### src/sv/avlm_pkg.sv
// Shared types and constants for the averaged level bar meter.
package avlm_pkg;

  localparam int WIN_LEN     = 10;
  localparam int WIN_IDX_W   = (WIN_LEN > 1) ? $clog2(WIN_LEN) : 1;
  localparam int SAMPLE_W    = 10;
  localparam int SUM_W       = 14;
  localparam int BASE_W      = 10;
  localparam int STEP_W      = 7;
  localparam int THR_W       = 11;
  localparam int LEVEL_W     = 4;
  localparam int CODE_W      = 8;
  localparam int NUM_THRESH  = 8;
  localparam int NUM_DIGITS  = 4;
  localparam int CFG_IDX_W   = 1;
  localparam int CFG_DATA_W  = 10;

  localparam int RECIP_SHIFT = 17;
  localparam int RECIP_W     = 18;
  localparam int PROD_W      = SUM_W + RECIP_W;
  localparam logic [RECIP_W-1:0] RECIP =
    RECIP_W'(((2 ** RECIP_SHIFT) + WIN_LEN - 1) / WIN_LEN);

  localparam int Q_DEPTH = 2;
  localparam int Q_AW    = 1;
  localparam int Q_CW    = 2;

  localparam logic [BASE_W-1:0] BASE_RST = BASE_W'(425);
  localparam logic [STEP_W-1:0] STEP_RST = STEP_W'(25);

  typedef enum logic [CFG_IDX_W-1:0] {
    CFG_BASE = 1'b0,
    CFG_STEP = 1'b1
  } cfg_idx_t;

  typedef logic [SAMPLE_W-1:0] sample_t;
  typedef logic [SUM_W-1:0]    sum_t;
  typedef logic [CODE_W-1:0]   code_t;

  localparam code_t CODE_FULL  = 8'h36;
  localparam code_t CODE_HALF  = 8'h06;
  localparam code_t CODE_BLANK = 8'h00;

  typedef struct packed {
    logic [BASE_W-1:0] base;
    logic [STEP_W-1:0] step;
  } thr_cfg_t;

  typedef struct packed {
    logic push;
    logic full;
  } q_wr_t;

  typedef struct packed {
    logic pop;
    logic empty;
  } q_rd_t;

endpackage

### src/sv/avlm_if.sv
// Stream interfaces carrying sample words in and meter words out.
interface avlm_in_if;
  import avlm_pkg::*;
  logic    valid;
  logic    ready;
  sample_t sample;
  modport source (output valid, output sample, input ready);
  modport sink (input valid, input sample, output ready);
endinterface

interface avlm_out_if;
  import avlm_pkg::*;
  logic                      valid;
  logic                      ready;
  logic [SAMPLE_W-1:0]       mean_level;
  logic [LEVEL_W-1:0]        bar_count;
  code_t                     digit0_code;
  code_t                     digit1_code;
  code_t                     digit2_code;
  code_t                     digit3_code;
  modport source (output valid, output mean_level, output bar_count, output digit0_code,
                  output digit1_code, output digit2_code, output digit3_code, input ready);
  modport sink (input valid, input mean_level, input bar_count, input digit0_code,
                input digit1_code, input digit2_code, input digit3_code, output ready);
endinterface

### src/sv/avlm_front.sv
// Front end: sample delay line and running window sum.
module avlm_front (
  input  logic              clk,
  input  logic              rst_n,
  input  logic              in_valid,
  output logic              in_ready,
  input  avlm_pkg::sample_t in_sample,
  input  logic              q_full,
  output avlm_pkg::q_wr_t   q_wr,
  output avlm_pkg::sum_t    q_wdata
);
  import avlm_pkg::*;

  sample_t win_r [WIN_LEN];
  sum_t    sum_r;
  sum_t    sum_nxt;
  logic    take;

  assign in_ready = !q_full;
  assign take     = in_valid && in_ready;
  assign sum_nxt  = sum_r - SUM_W'(win_r[WIN_LEN-1]) + SUM_W'(in_sample);

  assign q_wr.push = take;
  assign q_wr.full = q_full;
  assign q_wdata   = sum_nxt;

  always_ff @(posedge clk) begin
    if (!rst_n) begin
      sum_r <= '0;
      for (int i = 0; i < WIN_LEN; i++) win_r[i] <= '0;
    end else if (take) begin
      sum_r    <= sum_nxt;
      win_r[0] <= in_sample;
      for (int i = 1; i < WIN_LEN; i++) win_r[i] <= win_r[i-1];
    end
  end

endmodule

### src/sv/avlm_queue.sv
// Short queue of window sums between the front and back ends.
module avlm_queue (
  input  logic            clk,
  input  logic            rst_n,
  input  avlm_pkg::q_wr_t wr,
  input  avlm_pkg::sum_t  wdata,
  output logic            full,
  input  logic            pop,
  output avlm_pkg::q_rd_t rd,
  output avlm_pkg::sum_t  rdata
);
  import avlm_pkg::*;

  sum_t            mem_r [Q_DEPTH];
  logic [Q_AW-1:0] wp_r, rp_r;
  logic [Q_CW-1:0] cnt_r;
  logic            do_push, do_pop;

  assign full     = (cnt_r == Q_CW'(Q_DEPTH));
  assign rd.empty = (cnt_r == '0);
  assign rd.pop   = do_pop;
  assign do_pop   = pop && !rd.empty;
  assign do_push  = wr.push && !full;
  assign rdata    = mem_r[rp_r];

  always_ff @(posedge clk) begin
    if (!rst_n) begin
      wp_r  <= '0;
      rp_r  <= '0;
      cnt_r <= '0;
    end else begin
      if (do_push) wp_r <= wp_r + 1'b1;
      if (do_pop) rp_r <= rp_r + 1'b1;
      cnt_r <= cnt_r + Q_CW'(do_push) - Q_CW'(do_pop);
    end
  end

  always_ff @(posedge clk) begin
    if (do_push) mem_r[wp_r] <= wdata;
  end

endmodule

### src/sv/avlm_back.sv
// Back end: window mean, threshold level and digit codes into the output register.
module avlm_back (
  input  logic               clk,
  input  logic               rst_n,
  input  avlm_pkg::thr_cfg_t cfg,
  input  avlm_pkg::q_rd_t    q_rd,
  input  avlm_pkg::sum_t     q_rdata,
  output logic               q_pop,
  avlm_out_if.source         out_ch
);
  import avlm_pkg::*;

  logic [PROD_W-1:0]   prod;
  logic [SAMPLE_W-1:0] mean;
  logic [THR_W-1:0]    thr [NUM_THRESH];
  logic [LEVEL_W-1:0]  level;
  logic [2:0]          full_cnt;
  code_t               code [NUM_DIGITS];
  logic                load;

  logic                valid_r;
  logic [SAMPLE_W-1:0] mean_r;
  logic [LEVEL_W-1:0]  level_r;
  code_t               code_r [NUM_DIGITS];

  assign prod = PROD_W'(q_rdata) * PROD_W'(RECIP);
  assign mean = prod[RECIP_SHIFT +: SAMPLE_W];

  always_comb begin
    level = '0;
    for (int k = 0; k < NUM_THRESH; k++) begin
      thr[k] = THR_W'(cfg.base) + THR_W'(THR_W'(k) * THR_W'(cfg.step));
      if (thr[k] <= THR_W'(mean)) level = level + 1'b1;
    end
  end

  assign full_cnt = level[LEVEL_W-1:1];

  always_comb begin
    for (int d = 0; d < NUM_DIGITS; d++) begin
      if (3'(d) < full_cnt) code[d] = CODE_FULL;
      else if (3'(d) == full_cnt && level[0]) code[d] = CODE_HALF;
      else code[d] = CODE_BLANK;
    end
  end

  assign load  = !q_rd.empty && (!valid_r || out_ch.ready);
  assign q_pop = load;

  always_ff @(posedge clk) begin
    if (!rst_n) begin
      valid_r <= 1'b0;
    end else if (load) begin
      valid_r <= 1'b1;
    end else if (out_ch.ready) begin
      valid_r <= 1'b0;
    end
  end

  always_ff @(posedge clk) begin
    if (load) begin
      mean_r  <= mean;
      level_r <= level;
      for (int d = 0; d < NUM_DIGITS; d++) code_r[d] <= code[d];
    end
  end

  assign out_ch.valid       = valid_r;
  assign out_ch.mean_level  = mean_r;
  assign out_ch.bar_count   = level_r;
  assign out_ch.digit0_code = code_r[0];
  assign out_ch.digit1_code = code_r[1];
  assign out_ch.digit2_code = code_r[2];
  assign out_ch.digit3_code = code_r[3];

endmodule

### src/sv/averaged_level_bar_meter.sv
// Top level of the averaged level bar meter.
// The meter takes one sample word per clock cycle while the queue is not full and gives one
// result word per sample once the output side takes it: the front end updates the ten-entry
// delay line and running sum at the accepting edge and queues the sum, and the back end turns
// it into the mean, bar level and digit codes through a reciprocal multiplier into the
// output register. A two-entry queue lets input and output stall independently.
// Threshold registers may be written only while the meter holds no word in flight.
module averaged_level_bar_meter (
  input  logic                               clk,
  input  logic                               rst_n,
  avlm_in_if.sink                            in_ch,
  avlm_out_if.source                         out_ch,
  input  logic                               cfg_we,
  input  logic [avlm_pkg::CFG_IDX_W-1:0]     cfg_idx,
  input  logic [avlm_pkg::CFG_DATA_W-1:0]    cfg_wdata
);
  import avlm_pkg::*;

  thr_cfg_t cfg_r;
  q_wr_t    q_wr;
  q_rd_t    q_rd;
  sum_t     q_wdata, q_rdata;
  logic     q_full, q_pop;

  always_ff @(posedge clk) begin
    if (!rst_n) begin
      cfg_r.base <= BASE_RST;
      cfg_r.step <= STEP_RST;
    end else if (cfg_we) begin
      unique case (cfg_idx_t'(cfg_idx))
        CFG_BASE: cfg_r.base <= cfg_wdata[BASE_W-1:0];
        CFG_STEP: cfg_r.step <= cfg_wdata[STEP_W-1:0];
        default:  ;
      endcase
    end
  end

  avlm_front u_front (
    .clk      (clk),
    .rst_n    (rst_n),
    .in_valid (in_ch.valid),
    .in_ready (in_ch.ready),
    .in_sample(in_ch.sample),
    .q_full   (q_full),
    .q_wr     (q_wr),
    .q_wdata  (q_wdata)
  );

  avlm_queue u_queue (
    .clk  (clk),
    .rst_n(rst_n),
    .wr   (q_wr),
    .wdata(q_wdata),
    .full (q_full),
    .pop  (q_pop),
    .rd   (q_rd),
    .rdata(q_rdata)
  );

  avlm_back u_back (
    .clk    (clk),
    .rst_n  (rst_n),
    .cfg    (cfg_r),
    .q_rd   (q_rd),
    .q_rdata(q_rdata),
    .q_pop  (q_pop),
    .out_ch (out_ch)
  );

endmodule
### src/flat_wrapper.sv
// flat-port wrapper written by rule: the top's interface ports become plain ports
module averaged_level_bar_meter_flat import avlm_pkg::*;
  (clk, rst_n, cfg_we, cfg_idx, cfg_wdata, in_ch_valid, in_ch_sample, in_ch_ready, out_ch_valid, out_ch_mean_level, out_ch_bar_count, out_ch_digit0_code, out_ch_digit1_code, out_ch_digit2_code, out_ch_digit3_code, out_ch_ready);
  avlm_in_if in_ch_i ();
  avlm_out_if out_ch_i ();
  input  logic clk;
  input  logic rst_n;
  input  logic cfg_we;
  input  logic [avlm_pkg::CFG_IDX_W-1:0] cfg_idx;
  input  logic [avlm_pkg::CFG_DATA_W-1:0] cfg_wdata;
  input wire logic [$bits(in_ch_i.valid)-1:0] in_ch_valid;
  input wire logic [$bits(in_ch_i.sample)-1:0] in_ch_sample;
  output wire logic [$bits(in_ch_i.ready)-1:0] in_ch_ready;
  output wire logic [$bits(out_ch_i.valid)-1:0] out_ch_valid;
  output wire logic [$bits(out_ch_i.mean_level)-1:0] out_ch_mean_level;
  output wire logic [$bits(out_ch_i.bar_count)-1:0] out_ch_bar_count;
  output wire logic [$bits(out_ch_i.digit0_code)-1:0] out_ch_digit0_code;
  output wire logic [$bits(out_ch_i.digit1_code)-1:0] out_ch_digit1_code;
  output wire logic [$bits(out_ch_i.digit2_code)-1:0] out_ch_digit2_code;
  output wire logic [$bits(out_ch_i.digit3_code)-1:0] out_ch_digit3_code;
  input wire logic [$bits(out_ch_i.ready)-1:0] out_ch_ready;
  assign in_ch_i.valid = in_ch_valid;
  assign in_ch_i.sample = in_ch_sample;
  assign in_ch_ready = in_ch_i.ready;
  assign out_ch_valid = out_ch_i.valid;
  assign out_ch_mean_level = out_ch_i.mean_level;
  assign out_ch_bar_count = out_ch_i.bar_count;
  assign out_ch_digit0_code = out_ch_i.digit0_code;
  assign out_ch_digit1_code = out_ch_i.digit1_code;
  assign out_ch_digit2_code = out_ch_i.digit2_code;
  assign out_ch_digit3_code = out_ch_i.digit3_code;
  assign out_ch_i.ready = out_ch_ready;
  averaged_level_bar_meter u_core (.clk(clk), .rst_n(rst_n), .in_ch(in_ch_i), .out_ch(out_ch_i), .cfg_we(cfg_we), .cfg_idx(cfg_idx), .cfg_wdata(cfg_wdata));
endmodule
### config.mk
export PLATFORM = sky130hd
export DESIGN_NAME = averaged_level_bar_meter_flat
export DESIGN_NICKNAME = d
export VERILOG_FILES = /design/src/sv/avlm_pkg.sv /design/src/sv/avlm_if.sv /design/src/sv/avlm_front.sv /design/src/sv/avlm_queue.sv /design/src/sv/avlm_back.sv /design/src/sv/averaged_level_bar_meter.sv /design/src/flat_wrapper.sv
export SDC_FILE = /design/constraint.sdc
export NUM_CORES = 1
export LEC_CHECK = 0
export BUFFER_PORTS_ARGS = -buffer_cell sky130_fd_sc_hd__buf_2
export CAP_MARGIN = 20
export CORE_ASPECT_RATIO = 2
export CORE_MARGIN = 2
export CORE_UTILIZATION = 35
export DETAILED_ROUTE_END_ITERATION = 16
export PLACE_DENSITY = 0.55
export SETUP_SLACK_MARGIN = 0.4
export SLEW_MARGIN = 20
export SYNTH_ARGS = -nofsm -noshare
export SYNTH_HDL_FRONTEND = slang
export SYNTH_HIERARCHICAL = 1
export SYNTH_SLANG_ARGS = --single-unit
### constraint.sdc
create_clock -name clk -period 13.4 [get_ports clk]
set_clock_uncertainty 0.05 [all_clocks]
set_input_delay 2.68 -clock clk [delete_from_list [all_inputs] [get_ports clk]]
set_output_delay 2.68 -clock clk [all_outputs]
set_load 0.05 [all_outputs]
# --- Word-level counts from Yosys, hierarchy flattened ---
# Memories as Yosys holds them, arrays and structs flattened. A register that Yosys moved wholly into a read port is not among the register bits.
# Cells that the tools add are included.
# Widths: inputs -> output; s select.
totals:
  reg_bits: 50
  inputBits: 26
  mem_count: 3
  ramBits: 152
  latch_bits: 0
  word_cells: 119
  mem_bits_ro: 0
op_classes:
  n_addsub: 20
  mul: 5
  magnitude_cmp: 12
  muxes: 38
  n_reduce_logical: 17
  shift: 0
  n_eq_ne: 4
  n_bitwise: 11
  div: 0
mem_list:
  columns: ["memory", "words", "word_bits", "read_ports", "rd_ports_with_merged_regs", "write_ports", "line", "rtl"]
  rows:
  - ["u_core.u_front.win_r", 10, 10, 10, 0, 10, "avlm_front.sv:14", "sample_t win_r [WIN_LEN];"]
  - ["u_core.u_queue.mem_r", 2, 14, 1, 1, 1, "avlm_queue.sv:14", "sum_t mem_r [Q_DEPTH];"]
  - ["u_core.u_back.code_r", 4, 6, 4, 0, 4, "avlm_back.sv:24", "code_t code_r [NUM_DIGITS];"]
ops:
  columns: ["cell", "count"]
  rows:
  - ["$mux 10", 10]
  - ["$le 11x10->1", 7]
  - ["$add 10x10->11", 3]
  - ["$add 4x1->4 const B", 7]
  - ["$mux 4", 7]
  - ["$mul 14x12->25 const B", 1]
  - ["$mux 6", 4]
  - ["$add 10x9->11", 2]
  - ["$mul 3x7->10 const A", 2]
  - ["$mul 2x7->9 const A", 2]
  - ["$add 14x10->14", 1]
  - ["$sub 14x10->14", 1]
  - ["$mux 1", 13]
  - ["$mux 3", 4]
  - ["$add 10x7->11", 1]
  - ["$add 10x8->11", 1]
  - ["$le 10x10->1", 1]
  - ["$or 1x1->1", 10]
  - ["$logic_and 1x1->1", 8]
  - ["$eq 2x3->1 const A", 2]
  - ["$lt 1x3->1 const A", 2]
  - ["$lt 2x3->1 const A", 2]
  - ["$reduce_and 2->1", 2]
  - ["$eq 1x3->1 const A", 1]
  - ["10 further kinds", 13]

# --- Logic depth before layout (Yosys ltp) ---
# Gate-level depths: netlist of the first run.
logic_depth:
  depth_word: 21
  mapped_depth: 53

# --- Hierarchy ---
# Netlist of the first run, hierarchy kept.
by_module_without_submodules:
  columns: ["module", "n_inst", "cells_per_inst", "seq_area_each_um2", "area_per_inst_um2"]
  rows:
  - ["avlm_back", 1, 1056, 650.6, 9500.4]
  - ["avlm_front", 1, 421, 3283.1, 5213.8]
  - ["avlm_queue", 1, 71, 940.9, 1251.2]
  - ["averaged_level_bar_meter", 1, 74, 340.3, 738.2]

# --- Worst setup path after synthesis of the first run ---
# No wires, ideal clock.
synth_path:
  kind: "reg-to-reg"
  start: "register (tool-made name)"
  end: "memory u_core/u_back/code_r[2][2] in the netlist's numbering (data pin)"
  setup_ns: 0.264
  path_stages_with_launch: 51
  setup_slack_ns: 2.503
  t_required_ns: 13.086
  t_arrival_ns: 10.584
  path_buffers: 2
  path_cell_list: "dfxtp_1 -> buf_6 -> mux2_2 -> ha_1 -> fa_1 -> inv_1 -> fa_1 -> inv_1 -> fa_1 -> inv_1 -> fa_1 -> inv_1 -> ha_1 -> a21o_1 -> a2111oi_0 -> a211o_1 -> nand2_1 -> a21oi_1 -> [15 not listed] -> a2111oi_0 -> and4bb_1 -> xnor2_1 -> inv_1 -> ha_1 -> xnor2_1 -> nand2_1 -> nor2_1 -> a221oi_1 -> ha_1 -> a22o_1 -> ha_1 -> nand3_1 -> xor2_1 -> xnor2_2 -> inv_1 -> o311ai_0 -> nand2_1"
synth_lines:
  columns: ["element", "line"]
  rows:
  - ["end: declaration", "avlm_back.sv:24"]

==> metrics.md, run 1 <==
| Metric | Value |
|---|---|
| # DRC | 0 |
| Status | finished, final reports clean |
| Cell count after placement | 2278 |
| Number of global-route vias before repair | 12525 |
| Critical-path top delay cell | dfxtp_2 |
| Critical path startpoint category | flop |
| CTS tree | done |
| Vias per cell | a little over 5 |
| Final Instance Area | roughly 18000 µm² |
| Setup_tns | 0 ps |
| Mapped Cells | 1620 |
| HPWL after DPL | 32800 µm |
| Fin crit share | between 80% and 90% |
| CTS root buffer | clkbuf_16 |
| Final Critical Period | roughly 12000 ps |
| Slew HR | 31.5% |
| I/O Buffers | 57 |
| Nets | a little over 2000 |
| Max Freq | 83.3 MHz |
| Cts bufs inserted | 17 |
| CTS Hold Buffers Added | 0 |
| Row count | between 100 and 150 |
| Num Clock Sinks | around 190 |
| Syn. warnings | 6 |
| 1st-iter DRT viols | ~460 |
| Num ports | 74 |
| Slew Viols, Final | 0 |
| Die ar. | about 50000 µm² |
| Clock buffer depth | 2 |
| Total Wirelength | 41000 µm |
| Max cap viols | 0 |
| H-tree depth | 4 |
| Worst hold path class | reg -> reg |
| Total GRT Usage | 17.0% |
| Worst slack at placement | 1130 ps |
| Reg clk slew, reported paths | around 70 ps |
| Crit path largest cell delay | between 500 and 600 ps |
| Most frequent cells in the layout | ha_1, inv_1, edfxtp_1, and3_1, fa_1 |
| Worst EP required | 13550 ps |
| Die Width | 158 µm |
| Die height | 313 µm |
| Starting Density | 35.2% |
| WL/cell | roughly 18 µm |
| RSZ-0062 raised after global routing | no |
| Final Wtd Congestion | 0.911 |
| Hold Vio Cnt, Final | 0 |
| Critical path arrival | 12150 ps |
| CP most frequent cell | inv_1 |
| Final setup viols | 0 |
| Post-route antenna net violation count | 0 |
| Crit. End Element | flop |
| Worst Setup Path Type | reg -> reg |
| Fillers | 4696 |
| Area occupied by multi-input gates | 10300 µm² |
| Critical path peak fanout | 14 |
| Register area | 5220 µm² |
| Leading cell type in the layout, fill and taps excluded | ha_1 |
| Core Region | 47400 µm² |
| Pre-antenna DRT Iters | 5 |
| Final non-filler cell total | 2310 |
| Post-Place Cell Area | 17600 µm² |
| Vias | approximately 12000 |
| Setup ws final | 1400 ps |
| Total gr overflow | 0 |
| Largest net degree at the start of global routing | approximately 110 |
| Cell area after synthesis | 16700 µm² |
| Layout area overhead | 8.94% |
| Share of layout cells above drive strength 1 | 10.9% |
| First-pass GRT wire length | 64700 µm |
| Clk Latency, worst-skew pair | 450 ps |
| Diodes inserted | 0 |
| Initial antenna violation count | 0 |
| Slew @ Worst Pin | 1020 ps |
| Mean Syn Cell Area | approximately 10 µm² |
## flip-flops by register name, indices dropped and copies added, names as in the netlist, named ones only
signal	cells
u_core/u_back/out_ch.valid	1
u_core/u_queue/wp_r	1
u_core/u_back/out_ch.mean_level	10
u_core/u_queue/mem_r	28
u_core/u_back/out_ch.bar_count	3
u_core/u_back/code_r	8
u_core/u_front/sum_r	14
u_core/u_front/win_r	100
u_core/cfg_r	17
u_core/u_queue/rp_r	1
u_core/u_queue/cnt_r	2
## worst paths after layout
path                            slack, ps                            startpoint  cells after the start                                        to
worst max-delay path                 1400                                  flop                     48  u_core/u_back/code_r[2][2]$_SDFFCE_PN1P_
worst min-delay path                  420  u_core/u_front/sum_r[0]$_SDFFE_PN0P_                      2      u_core/u_front/sum_r[0]$_SDFFE_PN0P_
worst max register to register       1400                                  flop                     48  u_core/u_back/code_r[2][2]$_SDFFCE_PN1P_
worst min register to register        420  u_core/u_front/sum_r[0]$_SDFFE_PN0P_                      2      u_core/u_front/sum_r[0]$_SDFFE_PN0P_
## critical path: cells and delay by family, from the launching register on
family	cells	cell delay, ps
AOI/OAI and AO/OA	11	2490
buffers and inverters	8	790
muxes	1	460
xor gates and xnor gates	5	1160
and+or+nand+nor	11	1510
DFF	1	540
adders and majority gates	12	4720
## final cells by class
cell class	instances	share of cell area [%]
Clock inverter	15	0.936
Multi-Input combinational cell	1148	56.5
Sequential cell	186	28.7
Timing Repair Buffer	74	2.28
Clock buffer	17	2.34
Tap cell	632	4.35
Inverter	238	4.93
## layer usage
layer / up-vias / share of wire [%] / track usage, %
li1: 5732 / - / -
met1: 5739 / 35 / 16.0
met2: 225 / 58 / 34.3
met3: 104 / 2.1 / 2.14
met4: 0 / 5.2 / 9.17
met5: - / 0 / 0
## stage by stage
step,utilization [%],hold WS [ps]
after global routing,38.4,447
after floorplan,-,392
after CTS,38.4,423
after detailed placement,37.1,412
final,38.4,418
after global placement,37.1,402
## repair_timing
item                       4_1_cts  5_1_grt
setup buffers                    0        0
resized for setup                0        1
setup endpoints to repair        0        1
Power of run 1 is left out: the tool's default activity adds up to more than one toggle a clock period on the data nets, which glitch-free logic cannot reach.
==> inputs of run 2 (changes only) <==
PLACE_DENSITY = 0.59   (was 0.55)
==> metrics.md, run 2 (synthesis results as in run 1) <==
| Metric | Value |
|---|---|
| Core Region | 47400 µm² (unchanged) |
| Max reg flops | 100 (unchanged) |
| Biggest regs | u_core/u_front/win_r: 100 flops, u_core/u_queue/mem_r: 28 flops, u_core/cfg_r: 17 flops (unchanged) |
| Share of layout cells above drive strength 1 | 10.9% (about the same) |
| Clk Latency, worst-skew pair | 460 ps (was 450 ps) |
| Vias | 11936 (was 11800) |
| Register with the most flip-flops | u_core/u_front/win_r (unchanged) |
| Final setup viols | 0 (unchanged) |
| CP most frequent cell | inv_1 (unchanged) |
| Critical-path top delay cell | dfxtp_2 (unchanged) |
| Vias per cell | 5.17 (was 5.11) |
| I/O Buffers | 57 (unchanged) |
| Critical path startpoint category | flop (unchanged) |
| Worst EP required | 13540 ps (was 13550 ps) |
| Leading cell type in the layout, fill and taps excluded | ha_1 (unchanged) |
| Worst Setup Path Type | reg -> reg (unchanged) |
| Met1 global-route usage | 15.5% (was 16.0%) |
| Slew Viols, Final | 0 (unchanged) |
| Status | finished, final reports clean (unchanged) |
| Nets | 2016 (was 2017) |
| Num Clock Sinks | 186 (unchanged) |
| Most frequent cells in the layout | ha_1, inv_1, edfxtp_1, and3_1, fa_1 (unchanged) |
| H-tree depth | 4 (unchanged) |
| Die height | 313 µm (unchanged) |
| Hold Vio Cnt, Final | 0 (unchanged) |
| RSZ-0062 raised after global routing | no (unchanged) |
| Final Critical Period | 12090 ps (was 12000 ps) |
| Slew HR | 37.1% (was 31.5%) |
| Initial antenna violation count | 0 (unchanged) |
| Setup_tns | 0 ps (unchanged) |
| GRT busiest layer | met2 (unchanged) |
| GR Layer Usage met2 | 34.7% (was 34.3%) |
| Total gr overflow | 0 (unchanged) |
| Final Wtd Congestion | 0.910 (was 0.911) |
| 1st-iter DRT viols | 520 (was 464) |
| Number of global-route vias before repair | 12586 (was 12525) |
| CTS root buffer | clkbuf_16 (unchanged) |
| Reg clk slew, reported paths | 80 ps (was 70 ps) |
| Clock buffer depth | 2 (unchanged) |
| GR Util met3 | 2.05% (was 2.14%) |
| WL/cell | 17.9 µm (was 17.7 µm) |
| Layout area overhead | 9.26% (was 8.94%) |
| First-pass GRT wire length | 64600 µm (was 64700 µm) |
| CTS tree | done (unchanged) |
| Slew @ Worst Pin | 944 ps (was 1020 ps) |
| Pre-antenna DRT Iters | 5 (unchanged) |
| Total GRT Usage | 17.0% (about the same) |
| Critical path arrival | 12230 ps (was 12150 ps) |
| Diodes inserted | 0 (unchanged) |
| HPWL after DPL | 33300 µm (was 32800 µm) |
| Max Freq | 82.7 MHz (was 83.3 MHz) |
| Row count | 113 (unchanged) |
| Fin crit share | 90.2% (was 89.5%) |
| Crit path largest cell delay | 550 ps (was 540 ps) |
| Worst hold path class | reg -> reg (unchanged) |
| Post-route antenna net violation count | 0 (unchanged) |
| Cts bufs inserted | 17 (unchanged) |
| Die Width | 158 µm (unchanged) |
| Critical path peak fanout | 14 (unchanged) |
| # DRC | 0 (unchanged) |
| Largest net degree at the start of global routing | 103 (was 107) |
| Crit. End Element | flop (unchanged) |
| Post CTS Setup Buffer Count | 0 (unchanged) |
| Starting Density | 35.2% (unchanged) |
| Max cap viols | 0 (unchanged) |
| Total Wirelength | 41400 µm (was 41000 µm) |
| Die ar. | 49600 µm² (unchanged) |
| Num ports | 74 (unchanged) |
==> run 2: cell types whose count changed in the layout (fill, tap and decap cells not counted), sizes merged <==
| cell | delta |
|---|---|
| inv | +4 |
| clkinvlp | -1 |
| buf | -1 |
| clkinv | -3 |
==> run 2: final timing paths <==
check | endpoint | startpoint | cells past startpoint | slack [ps]
max | u_core/u_back/code_r[2][2]$_SDFFCE_PN1P_ | flop | 48 | 1310
min | u_core/u_front/sum_r[0]$_SDFFE_PN0P_ | u_core/u_front/sum_r[0]$_SDFFE_PN0P_ | 2 | 420
max reg2reg | u_core/u_back/code_r[2][2]$_SDFFCE_PN1P_ | flop | 48 | 1310
min reg2reg | u_core/u_front/sum_r[0]$_SDFFE_PN0P_ | u_core/u_front/sum_r[0]$_SDFFE_PN0P_ | 2 | 420
==> run 2: through the flow <==
step	area, µm²	cells	setup WS, ps	hold slack (ps)	utilization (%)
floorplan	16700	1635	2500	392	-
global placement	17600	2277	1480	403	37.1
detailed placement	17600	2277	1090	412	37.1
CTS	18200	2309	1090	423	38.5
global route	18200	2309	476	446	38.5
finish	18200	2309	1310	423	38.5
==> run 2: final cells by class <==
cell class / count / area [µm²]
timing repair buffer: 73 / 408
multi-input combinational: 1148 / 10300
clock buffer: 17 / 425
fill: 4681 / 29100
clock inverter: 15 / 230
tap: 632 / 791
inverter: 238 / 896
sequential: 186 / 5220
==> run 2: timing repair <==
item | 4_1_cts | 5_1_grt
hold buffers | 0 | 0
endpoints found under the setup margin | 0 | 2
gates resized for setup | 0 | 1
==> run 2: critical path, delay by kind of cell (launching register included) <==
family | cells | cell delay (ps)
buffers and inverters | 8 | 820
DFF | 1 | 550
xor gates and xnor gates | 5 | 1210
and+or+nand+nor | 12 | 1770
adders and majority gates | 12 | 4880
muxes | 1 | 470
AOI/OAI and AO/OA | 10 | 2030
==> run 2: per-layer routing <==
metal / vias up / wire (µm)
met5: - / 0
met4: 0 / 2160
met3: 97 / 1090
met2: 257 / 24100
met1: 5836 / 14100
li1: 5746 / -
Power of run 2 is left out for the same reason.
